--- config.mk ---
export PLATFORM = sky130hd
export DESIGN_NAME = sct_cell
export DESIGN_NICKNAME = d
export VERILOG_FILES = /design/src/rtl/sct_pkg.sv /design/src/rtl/sct_cell.sv
export SDC_FILE = /design/constraint.sdc
export NUM_CORES = 1
export LEC_CHECK = 0
export ABC_CLOCK_PERIOD_IN_PS = 4200
export CAP_MARGIN = 20
export CORE_MARGIN = 2
export CORE_UTILIZATION = 35
export CTS_CLUSTER_DIAMETER = 40
export DETAILED_ROUTE_END_ITERATION = 6
export DONT_BUFFER_PORTS = 1
export GPL_TIMING_DRIVEN = 0
export MAX_ROUTING_LAYER = met4
export PLACE_DENSITY_LB_ADDON = 0.25
export SKIP_LAST_GASP = 1
export SYNTH_ARGS = -nofsm -noshare
export SYNTH_HDL_FRONTEND = slang
export SYNTH_SLANG_ARGS = --single-unit
export TNS_END_PERCENT = 50
--- constraint.sdc ---
create_clock -name clk -period 4.2 [get_ports clk]
set_input_delay 0.42 -clock clk [delete_from_list [all_inputs] [get_ports clk]]
set_output_delay 0.42 -clock clk [all_outputs]
set_load 0.01 [all_outputs]
--- src/rtl/sct_pkg.sv ---
// ----------------------------------------------------------------------------
// sct_pkg
// Shared types and constants of the sorted cell table: field widths, request
// and status codes, sequencer states and the cell control and flag bundles.
// ----------------------------------------------------------------------------
package sct_pkg;

  localparam int DEPTH_DEF     = 256;
  localparam int KEY_HALF_DEF  = 16;
  localparam int KEY_PORT_W    = 16;
  localparam int KEY_EXT_W     = 32;
  localparam int VALUE_W       = 32;

  localparam logic REQ_LOOKUP = 1'b0;
  localparam logic REQ_INSERT = 1'b1;

  typedef enum logic [1:0] {
    STATUS_OK   = 2'd0,
    STATUS_DUP  = 2'd1,
    STATUS_FULL = 2'd2
  } status_t;

  typedef enum logic [1:0] {
    ST_IDLE,
    ST_CMP,
    ST_COMMIT
  } state_t;

  typedef struct packed {
    logic cmp_en;
    logic shift_en;
  } cell_ctrl_t;

  typedef struct packed {
    logic less;
    logic eq;
  } cell_flags_t;

endpackage

--- src/rtl/sct_cell.sv ---
// ----------------------------------------------------------------------------
// sct_cell
// One slot of the sorted chain: holds a key and a value, compares the key
// against the request, and on insert takes the new entry or its lower
// neighbor's entry.
// ----------------------------------------------------------------------------
module sct_cell import sct_pkg::*; #(
  parameter int KEY_W = 2 * KEY_HALF_DEF
) (
  input  logic               clk,
  input  cell_ctrl_t         ctrl,
  input  logic               occupied,
  input  logic [KEY_W-1:0]   req_key,
  input  logic [VALUE_W-1:0] req_value,
  input  logic               prev_less,
  input  logic [KEY_W-1:0]   prev_key,
  input  logic [VALUE_W-1:0] prev_value,
  output logic [KEY_W-1:0]   key_r,
  output logic [VALUE_W-1:0] value_r,
  output cell_flags_t        flags_r
);

  cell_flags_t flags_nxt;

  always_comb begin
    flags_nxt.less = occupied && (key_r < req_key);
    flags_nxt.eq   = occupied && (key_r == req_key);
  end

  always_ff @(posedge clk) begin
    if (ctrl.cmp_en) begin
      flags_r <= flags_nxt;
    end
    // entries at or above the gap move up; the gap cell takes the request
    if (ctrl.shift_en && !flags_r.less) begin
      if (prev_less) begin
        key_r   <= req_key;
        value_r <= req_value;
      end else begin
        key_r   <= prev_key;
        value_r <= prev_value;
      end
    end
  end

endmodule
==> results of run 1 <==
-- critical path, stage by stage, from the launching register on --
cell      delay [ns]
edfxtp_1        0.46
ha_1            0.35
nand4_2         0.16
nor4_2          0.36
o21ai_1         0.13
o211ai_1        0.16
a211oi_2        0.11
-- per-layer routing --
metal  global-route usage [%]  vias to the layer above  share of wire (%)
met5                        -                        -                  0
met4                     5.24                        0                1.3
met3                     6.18                        8                 11
met2                     25.3                      132                 49
met1                     16.1                      948                 39
li1                         -                      968                  -
-- synthesized netlist by cell type, drive strengths merged --
cell / instances / area, sq um
mux2: 64 / 721
ha: 32 / 400
o21a: 2 / 15.0
nor2: 3 / 11.3
nand3: 1 / 5.00
inv: 32 / 120
a2bb2oi: 1 / 8.76
a21o: 3 / 22.5
nor2b: 3 / 26.3
nand2: 6 / 22.5
edfxtp: 66 / 1980
nand4b: 1 / 8.76
o21ai: 3 / 15.0
o211a: 1 / 10.0
a21oi: 11 / 55.1
buf: 7 / 35.0
o211ai: 1 / 7.51
nor4: 4 / 37.5
a211oi: 2 / 20.0
o221a: 1 / 11.3
nand4: 7 / 56.3
-- power groups by stage --
stage                     logic (W)  registers, W  clock network, W
after floorplan            0.000131      0.000831                 0
after global placement     0.000161      0.000844                 0
after detailed placement   0.000175      0.000838                 0
after CTS                  0.000176      0.000824          0.000684
after global routing       0.000196      0.000827          0.000708
final                      0.000172      0.000823          0.000661
-- cells in the final DEF, fill, tap and decap left out, types with 2 or more instances in the layout --
cell type	Yosys	routed
nor4_1	2	2
mux2_2	42	42
edfxtp_1	66	66
buf_2	7	7
a21o_1	3	3
nand2_1	6	6
nor2_1	3	3
inv_1	32	32
nand4_1	5	5
nor4_2	2	2
ha_1	32	32
o21ai_1	2	2
mux2_1	22	22
clkinv_4	0	2
clkbuf_8	0	9
o21a_1	2	2
a21oi_1	11	11
nor2b_4	1	2
nand4_2	2	2
bufinv_16	0	3
buf_16	0	2
-- sequential cells by signal, indices dropped and copies added (netlist names) --
signal / cells
key_r: 32
value_r: 32
flags_r: 2
-- logic make-up (layout without fill, tap and decap cells) --
kind of cell,count (synthesis),in the layout,synth area share (%)
DFF,66,66,55.2
muxes,64,64,20.1
buffers and inverters,39,57,4.32
adders and majority gates,32,32,11.1
AOI/OAI and AO/OA,25,25,4.60
and+or+nand+nor,25,25,4.67
-- area by class of cell --
class / instances / area [sq um] / area share [%]
multi-input cells: 146 / 1460 / 36.0
clock buffers: 10 / 128 / 3.14
clock inverters: 6 / 115 / 2.83
repair buffers: 2 / 55.1 / 1.36
flip-flops and latches: 66 / 1980 / 48.8
well taps: 133 / 166 / 4.10
inverters: 32 / 120 / 2.96
plain buffers: 7 / 35.0 / 0.862
-- per-stage QoR --
step                      instances  worst slack (ns)  cell area [sq um]  utilization (%)  hold WS (ns)
final                           402              2.20               4060             41.2         0.194
after global routing            402              2.12               4060             41.2         0.158
after CTS                       402              2.16               4060             41.2         0.168
after detailed placement        386              2.17               3820             38.7         0.533
after global placement          384            -0.993               3760             38.1         0.533
after floorplan                 251             0.424               3590                -         0.532
-- worst min path at each step --
| stage | startpoint | to | slack (ns) |
|---|---|---|---|
| floorplan | ctrl[1] | flags_r[0]$_DFFE_PP_ | 0.53 |
| global placement | ctrl[1] | flags_r[0]$_DFFE_PP_ | 0.53 |
| detailed placement | ctrl[1] | flags_r[1]$_DFFE_PP_ | 0.53 |
| CTS | ctrl[1] | flags_r[1]$_DFFE_PP_ | 0.17 |
| global route | ctrl[1] | flags_r[1]$_DFFE_PP_ | 0.16 |
| finish | ctrl[1] | flags_r[1]$_DFFE_PP_ | 0.19 |
==> impl_metrics.yaml, run 1 <==
clock_tree:
  clockBufferDepth: 2
  htreeDepth: 3
  holdBufCountCts: 0
  clk_latency_ns: 0.34
  cts_sinks: 66
  cts_tree: "built"
  cts_resized: 0
  numCtsBuffers: 9
  post_cts_buffers: 0
  cts-root-buf: "clkbuf_8"
  clkSlewWorstSetupHoldPaths_ns: 0.07
die:
  core_area_sq_um: 9860
  die_height_um: 105
  ios: 199
  dieArea_sq_um: 11100
  rows: 36
  initial_utilization_pct: 36.4
  die_w_um: 105
synthesis:
  synth.distinct_cells: 27
  ys_seq_area_share_pct: 55.2
  synth_nets: 416
  ys_seq_elements: 66
  yosys_warnings: 0
  syn_avg_cell_area_sq_um: 14.3
  syn-cell-area_sq_um: 3590
  syn_inst: 251
setup_path:
  crit_start: "key_r[14]$_DFFE_PP_"
  crit_path_start_kind: "flip-flop"
  path_max_fanout: 2
  worstSetupPathType: "flip-flop to flip-flop"
  worst_ep_required_time_ns: 4.28
  regToRegSetupSlack_ns: 2.20
  worst-r2r-cell-count: 6
  crit_arrival_ns: 2.07
  critPathCaptureType: "flip-flop"
  critPathCapture: "flags_r[1]$_DFFE_PP_"
  worstReg2RegEnd: "flags_r[1]$_DFFE_PP_"
  r2r_start: "key_r[14]$_DFFE_PP_"
sta:
  fmax_mhz: 501
  setup_viol: 0
  hold_viol: 0
  slew-limit-headroom_pct: 50.2
  maxSlewViolCount: 0
  worst_slew_pin_slew_ns: 0.745
  fin_crit_ns: 2.00
  final.setup.tns_ns: 0
  post-route-period-util_pct: 47.5
  rsz0062_at_grt: "no"
  clock-skew-final_ns: 0.00828
power:
  power_w: 0.00166
  p_leak_nw: 1.58
  p_per_area_nw_per_um2: 408
  switching_share_pct: 23.7
  vdd_drop_max_uv: 140
  clkPwrFrac_pct: 39.9
  switching_power_w: 0.000393
  p_seq_share_pct: 49.7
  p_int_w: 0.00126
  p_comb_share_pct: 10.4
place:
  portBuffers: 0
  dp_hpwl_mm: 6.28
  gp_congestion: 0.730
finish:
  area_delta_synth_final_pct: 13.1
  drive_gt1_share_pct: 27.1
  num-fill-cells: 909
  num-nets-final: 429
  antenna_cells: 0
routing:
  route.detailed.wl_per_inst_um: 20.0
  drc: 0
  drt_iter0_drc: 56
  firstDrtPassIters: 4
  viasPerCell: 5.11
  num_vias: 2056
  ant_nets: 0
  wl_mm: 8.04
global_route:
  first_global_vias: 2268
  antenna_found_initial: 0
  grt_max_degree: 25
  grt_pass1_wl_mm: 12.1
  grt_use_total_pct: 15.1
  grt_remaining_overflow: 0
min_path:
  hold_depth: 0
  hold_path_class: "input pin to flip-flop"
flow_run:
  cap_viol_max_count: 0
run_status:
  outcome: "complete, no violations"
Power figures use the tool's default switching activity.
==> run 2, diff against run 1 <==
--- a/config.mk
+++ b/config.mk
@@ -5,7 +5,8 @@
 export SDC_FILE = /design/constraint.sdc
 export NUM_CORES = 1
 export LEC_CHECK = 0
-export ABC_CLOCK_PERIOD_IN_PS = 4200
+export ABC_AREA = 1
+export ABC_CLOCK_PERIOD_IN_PS = 2060
 export CAP_MARGIN = 20
 export CORE_MARGIN = 2
 export CORE_UTILIZATION = 35
==> constraint.sdc (replaced) <==
create_clock -name clk -period 2.06 [get_ports clk]
set_input_delay 0.206 -clock clk [delete_from_list [all_inputs] [get_ports clk]]
set_output_delay 0.206 -clock clk [all_outputs]
set_load 0.01 [all_outputs]
==> impl_metrics.yaml, run 2 <==
synthesis:
  synth.distinct_cells: 20
  synth_nets: 482
  synth_commonest_cells: "edfxtp_1, inv_1, a21oi_1"
  synth_top_area_share_pct: 54.1
  synthArstFlopShare_pct: 0
  syn-cell-area_sq_um: 3660
  syn_inst: 317
  synth_area_leaders: "edfxtp_1, ha_1, mux2_2, a21oi_1, inv_1"
  ys_seq_elements: 66
  syn_avg_cell_area_sq_um: 11.6
  yosys_warnings: 0
  ys_seq_area_share_pct: 54.1
  synth_edf_count: 66
  synth_area_leader_cell: "edfxtp_1"
  ys.flop_type: "edfxtp_1"
  yosysMostFrequentCell: "edfxtp_1"
global_route:
  grt_max_degree: 34
  first_global_vias: 2478
  antenna_found_initial: 0
  grt_use_total_pct: 15.6
  grt_pass1_wl_mm: 12.7
  grt_remaining_overflow: 0
die:
  initial_utilization_pct: 35.8
  core_area_sq_um: 10200
  ios: 199
  die_w_um: 106
  die_height_um: 106
  dieArea_sq_um: 11300
  rows: 37
sta:
  slew-limit-headroom_pct: 78.8
  fmax_mhz: 592
  fin_crit_ns: 1.69
  maxSlewViolCount: 0
  hold_viol: 0
  rsz0062_at_grt: "no"
  worst_slew_pin_slew_ns: 0.316
  post-route-period-util_pct: 82.0
  setup_viol: 0
  clock-skew-final_ns: 0.0110
setup_path:
  critPathCaptureType: "flip-flop"
  worstSetupPathType: "flip-flop to flip-flop"
  path_max_fanout: 3
  crit_path_start_kind: "flip-flop"
  slowest_stage: "edfxtp_1"
  crit_arrival_ns: 1.78
  critPathBufInv: 0
  slowest_delay_ns: 0.47
  path_cells: "ha_1, nand2_1, nor3_1, nand2_1, nand2_1, a21oi_1"
  path_common_cell: "nand2_1"
  critPathTopFamily: "simple AND/OR/NAND/NOR gates"
  worst_ep_required_time_ns: 2.16
clock_tree:
  post_cts_buffers: 0
  cts_sinks: 66
  htreeDepth: 3
  cts_resized: 0
  holdBufCountCts: 1
  cts_tree: "built"
  clk_latency_ns: 0.35
  clkSlewWorstSetupHoldPaths_ns: 0.08
  numCtsBuffers: 9
  cts-root-buf: "clkbuf_8"
  clockBufferDepth: 2
routing:
  ant_nets: 0
  drt_iter0_drc: 97
  viasPerCell: 4.96
  wl_mm: 8.49
  route.detailed.wl_per_inst_um: 18.0
  drc: 0
  firstDrtPassIters: 4
  num_vias: 2343
place:
  gp_congestion: 0.841
  dp_hpwl_mm: 6.55
  dpl-instance-area_sq_um: 3880
  portBuffers: 0
power:
  power_w: 0.00317
  p_leak_nw: 1.70
  p_per_area_nw_per_um2: 775
  vdd_drop_max_uv: 316
finish:
  final_core_util_pct: 40.0
  num-fill-cells: 1018
  antenna_cells: 0
  final_cell_mix: "edfxtp_1, inv_1, a21oi_1"
  seq_area_sq_um: 1980
  drive_gt1_share_pct: 19.6
  area_delta_synth_final_pct: 11.7
  largestRegisters: "key_r x32, value_r x32, flags_r x2"
  num-nets-final: 496
  final_common_cell: "edfxtp_1"
  final_cell_area_sq_um: 4090
  multi_input_area_sq_um: 1410
flow_run:
  cap_viol_max_count: 0
min_path:
  hold_path_class: "input pin to flip-flop"
run_status:
  outcome: "complete, no violations"
## run 2: cell count changes after synthesis, moves of 10 or more
cell and change:
a21oi_1 +32, buf_6 +10, inv_1 +12, mux2_1 -22
mux2_2 -18, nand2_1 +27, nor2_1 +37
## run 2: area by class of cell
class | count | share of cell area (%)
Sequential cell | 66 | 48.4
Clock buffer | 9 | 3.03
Clock inverter | 7 | 1.90
Tap cell | 136 | 4.16
Timing Repair Buffer | 3 | 1.22
Buffer | 11 | 2.87
Inverter | 44 | 4.04
Multi-Input combinational cell | 196 | 34.3
## run 2: routing by layer
layer	GRT usage, %	up-vias	wire, um
li1	-	1128	-
met1	17.3	1077	3390
met2	25.0	130	4070
met3	6.25	8	908
met4	6.48	0	117
met5	-	-	0
## run 2: worst paths after layout
path	slack, ns	from	cells after the start	to
min reg2reg	0.88	flags_r[1]$_DFFE_PP_	2	key_r[0]$_DFFE_PP_
max reg2reg	0.37	key_r[15]$_DFFE_PP_	6	flags_r[1]$_DFFE_PP_
min	0.07	req_value[21]	1	value_r[21]$_DFFE_PP_
max	0.37	key_r[15]$_DFFE_PP_	6	flags_r[1]$_DFFE_PP_
## run 2: logic make-up after synthesis
kind of cell    Yosys count  share of synthesized area [%]
compound gates           49                           6.97
fa+ha+maj                32                           10.9
buf+inv                  55                           7.72
flops                    66                           54.1
mux                      33                           11.1
simple gates             82                           9.19
## run 2: power by group
part,internal (W),leakage (nW),switching (W)
Clock,0.000569,0.100,0.000547
Combinational,0.000173,0.977,0.000204
Sequential,0.00159,0.622,0.0000865
Total,0.00233,1.70,0.000838
## run 2: stage by stage
step	hold slack, ns	setup TNS [ns]	setup WS, ns	std cells
final	0.0685	0	0.372	472
after global routing	0.0412	0	0.233	472
after CTS	0.0470	0	0.314	472
after detailed placement	0.319	0	0.348	455
after global placement	0.319	-18.79	-0.298	453
after floorplan	0.318	0	0.194	317
==> run 3, diff against run 2 <==
--- a/config.mk
+++ b/config.mk
@@ -6,7 +6,7 @@
 export NUM_CORES = 1
 export LEC_CHECK = 0
 export ABC_AREA = 1
-export ABC_CLOCK_PERIOD_IN_PS = 2060
+export ABC_CLOCK_PERIOD_IN_PS = 1500
 export CAP_MARGIN = 20
 export CORE_MARGIN = 2
 export CORE_UTILIZATION = 35
==> constraint.sdc (replaced) <==
create_clock -name clk -period 1.5 [get_ports clk]
set_input_delay 0.15 -clock clk [delete_from_list [all_inputs] [get_ports clk]]
set_output_delay 0.15 -clock clk [all_outputs]
set_load 0.01 [all_outputs]
==> impl_metrics.yaml, run 3 (synthesis gave the netlist of run 2 again) <==
sta:
  setup_slack_ns: -0.175
  slew-limit-headroom_pct: 84.0
  setup_viol: 2
  clock-skew-final_ns: 0.00481
  worst_slew_pin_slew_ns: 0.240
  rsz0062_at_grt: "yes"
  hold_viol: 0
  maxSlewViolCount: 0
  final.setup.tns_ns: -0.264
  fmax_mhz: 597
  fin_crit_ns: 1.68
  post-route-period-util_pct: 112
finish:
  multi_input_area_sq_um: 1470
  num-nets-final: 503
  area_delta_synth_final_pct: 15.5
  num-fill-cells: 1000
  final_core_util_pct: 41.4
  drive_gt1_share_pct: 21.9
  final_cell_mix: "edfxtp_1, inv_1, a21oi_1"
  largestRegisters: "key_r x32, value_r x32, flags_r x2"
  stdcell_count: 479
  antenna_cells: 0
  seq_area_sq_um: 1980
  final_common_cell: "edfxtp_1"
place:
  portBuffers: 0
  gp_congestion: 0.797
  dp_hpwl_mm: 6.77
  dp.cells: 455
  place_ws_ns: -0.185
global_route:
  first_global_vias: 2529
  grt_pass1_wl_mm: 13.1
  grt_use_total_pct: 15.9
  antenna_found_initial: 0
  grt_remaining_overflow: 0
  grt_max_degree: 28
routing:
  drc: 0
  route.detailed.wl_per_inst_um: 18.6
  firstDrtPassIters: 4
  wl_mm: 8.90
  ant_nets: 0
  viasPerCell: 4.94
  drt_iter0_drc: 88
  num_vias: 2364
clock_tree:
  clkSlewWorstSetupHoldPaths_ns: 0.08
  clockBufferDepth: 2
  htreeDepth: 3
  numCtsBuffers: 9
  cts_tree: "built"
  cts_sinks: 66
  clk_latency_ns: 0.34
  cts-root-buf: "clkbuf_8"
setup_path:
  worstSetupPathType: "flip-flop to flip-flop"
  crit_path_start_kind: "flip-flop"
  crit_arrival_ns: 1.77
  path_max_fanout: 2
  critPathCaptureType: "flip-flop"
  worst_ep_required_time_ns: 1.60
power:
  vdd_drop_max_uv: 423
  p_per_area_nw_per_um2: 1030
  p_leak_nw: 1.75
  power_w: 0.00437
run_status:
  violations: "setup timing"
  outcome: "complete, but fails checks"
min_path:
  hold_path_class: "input pin to flip-flop"
die:
  rows: 37
  dieArea_sq_um: 11300
  die_height_um: 106
  initial_utilization_pct: 35.8
  core_area_sq_um: 10200
  die_w_um: 106
  ios: 199
flow_run:
  cap_viol_max_count: 0
run 3: area by class of cell:
type                    instances  area share [%]
multi-input cells             196            34.6
plain buffers                  11            2.78
inverters                      44            3.90
clock buffers                   9            2.93
flip-flops and latches         66            46.8
repair buffers                 10            3.25
well taps                     136            4.02
clock inverters                 7            1.66
run 3: path summary, 6_finish.rpt:
path,from,to,slack [ns],cells past startpoint
max reg2reg,key_r[31]$_DFFE_PP_,flags_r[1]$_DFFE_PP_,-0.18,8
max,key_r[31]$_DFFE_PP_,flags_r[1]$_DFFE_PP_,-0.18,8
min reg2reg,flags_r[1]$_DFFE_PP_,key_r[4]$_DFFE_PP_,0.88,2
min,prev_value[13],value_r[13]$_DFFE_PP_,0.03,1
run 3: routing by layer:
metal	global-route usage, %	vias to the layer above	wire, um	share of wire [%]
met4	5.08	0	85	0.96
met3	6.07	5	874	9.8
met1	18.5	1081	3670	41
li1	-	1145	-	-
met5	-	-	0	0
met2	25.6	133	4270	48
run 3: worst max-delay path, cell delays in order (launching register included):
cell and delay [ns]:
edfxtp_1 0.50, ha_4 0.32, nand2_2 0.04, inv_2 0.07, nand3_4 0.07, nor3_4 0.20, inv_2 0.08, nor2_4 0.10
a21oi_2 0.05
run 3: through the flow:
step	instance area, sq um	hold slack (ns)
after floorplan	3670	0.262
after global placement	3840	0.263
after detailed placement	3890	0.263
after CTS	4170	0.0000169
after global routing	4230	-0.00113
final	4230	0.0250
run 3: report_power, final:
part | internal, W | switching, W
clock network | 0.000765 | 0.000730
logic | 0.000269 | 0.000303
registers | 0.00218 | 0.000119
total | 0.00322 | 0.00115
run 3: what timing repair did:
item | CTS | global route
gates resized for setup | 6 | 6
buffers inserted | 1 | 0
hold endpoints to repair | 4 | 1
hold buffers | 5 | 2
pin swaps | 1 | 5
endpoints found under the setup margin | 50 | 2
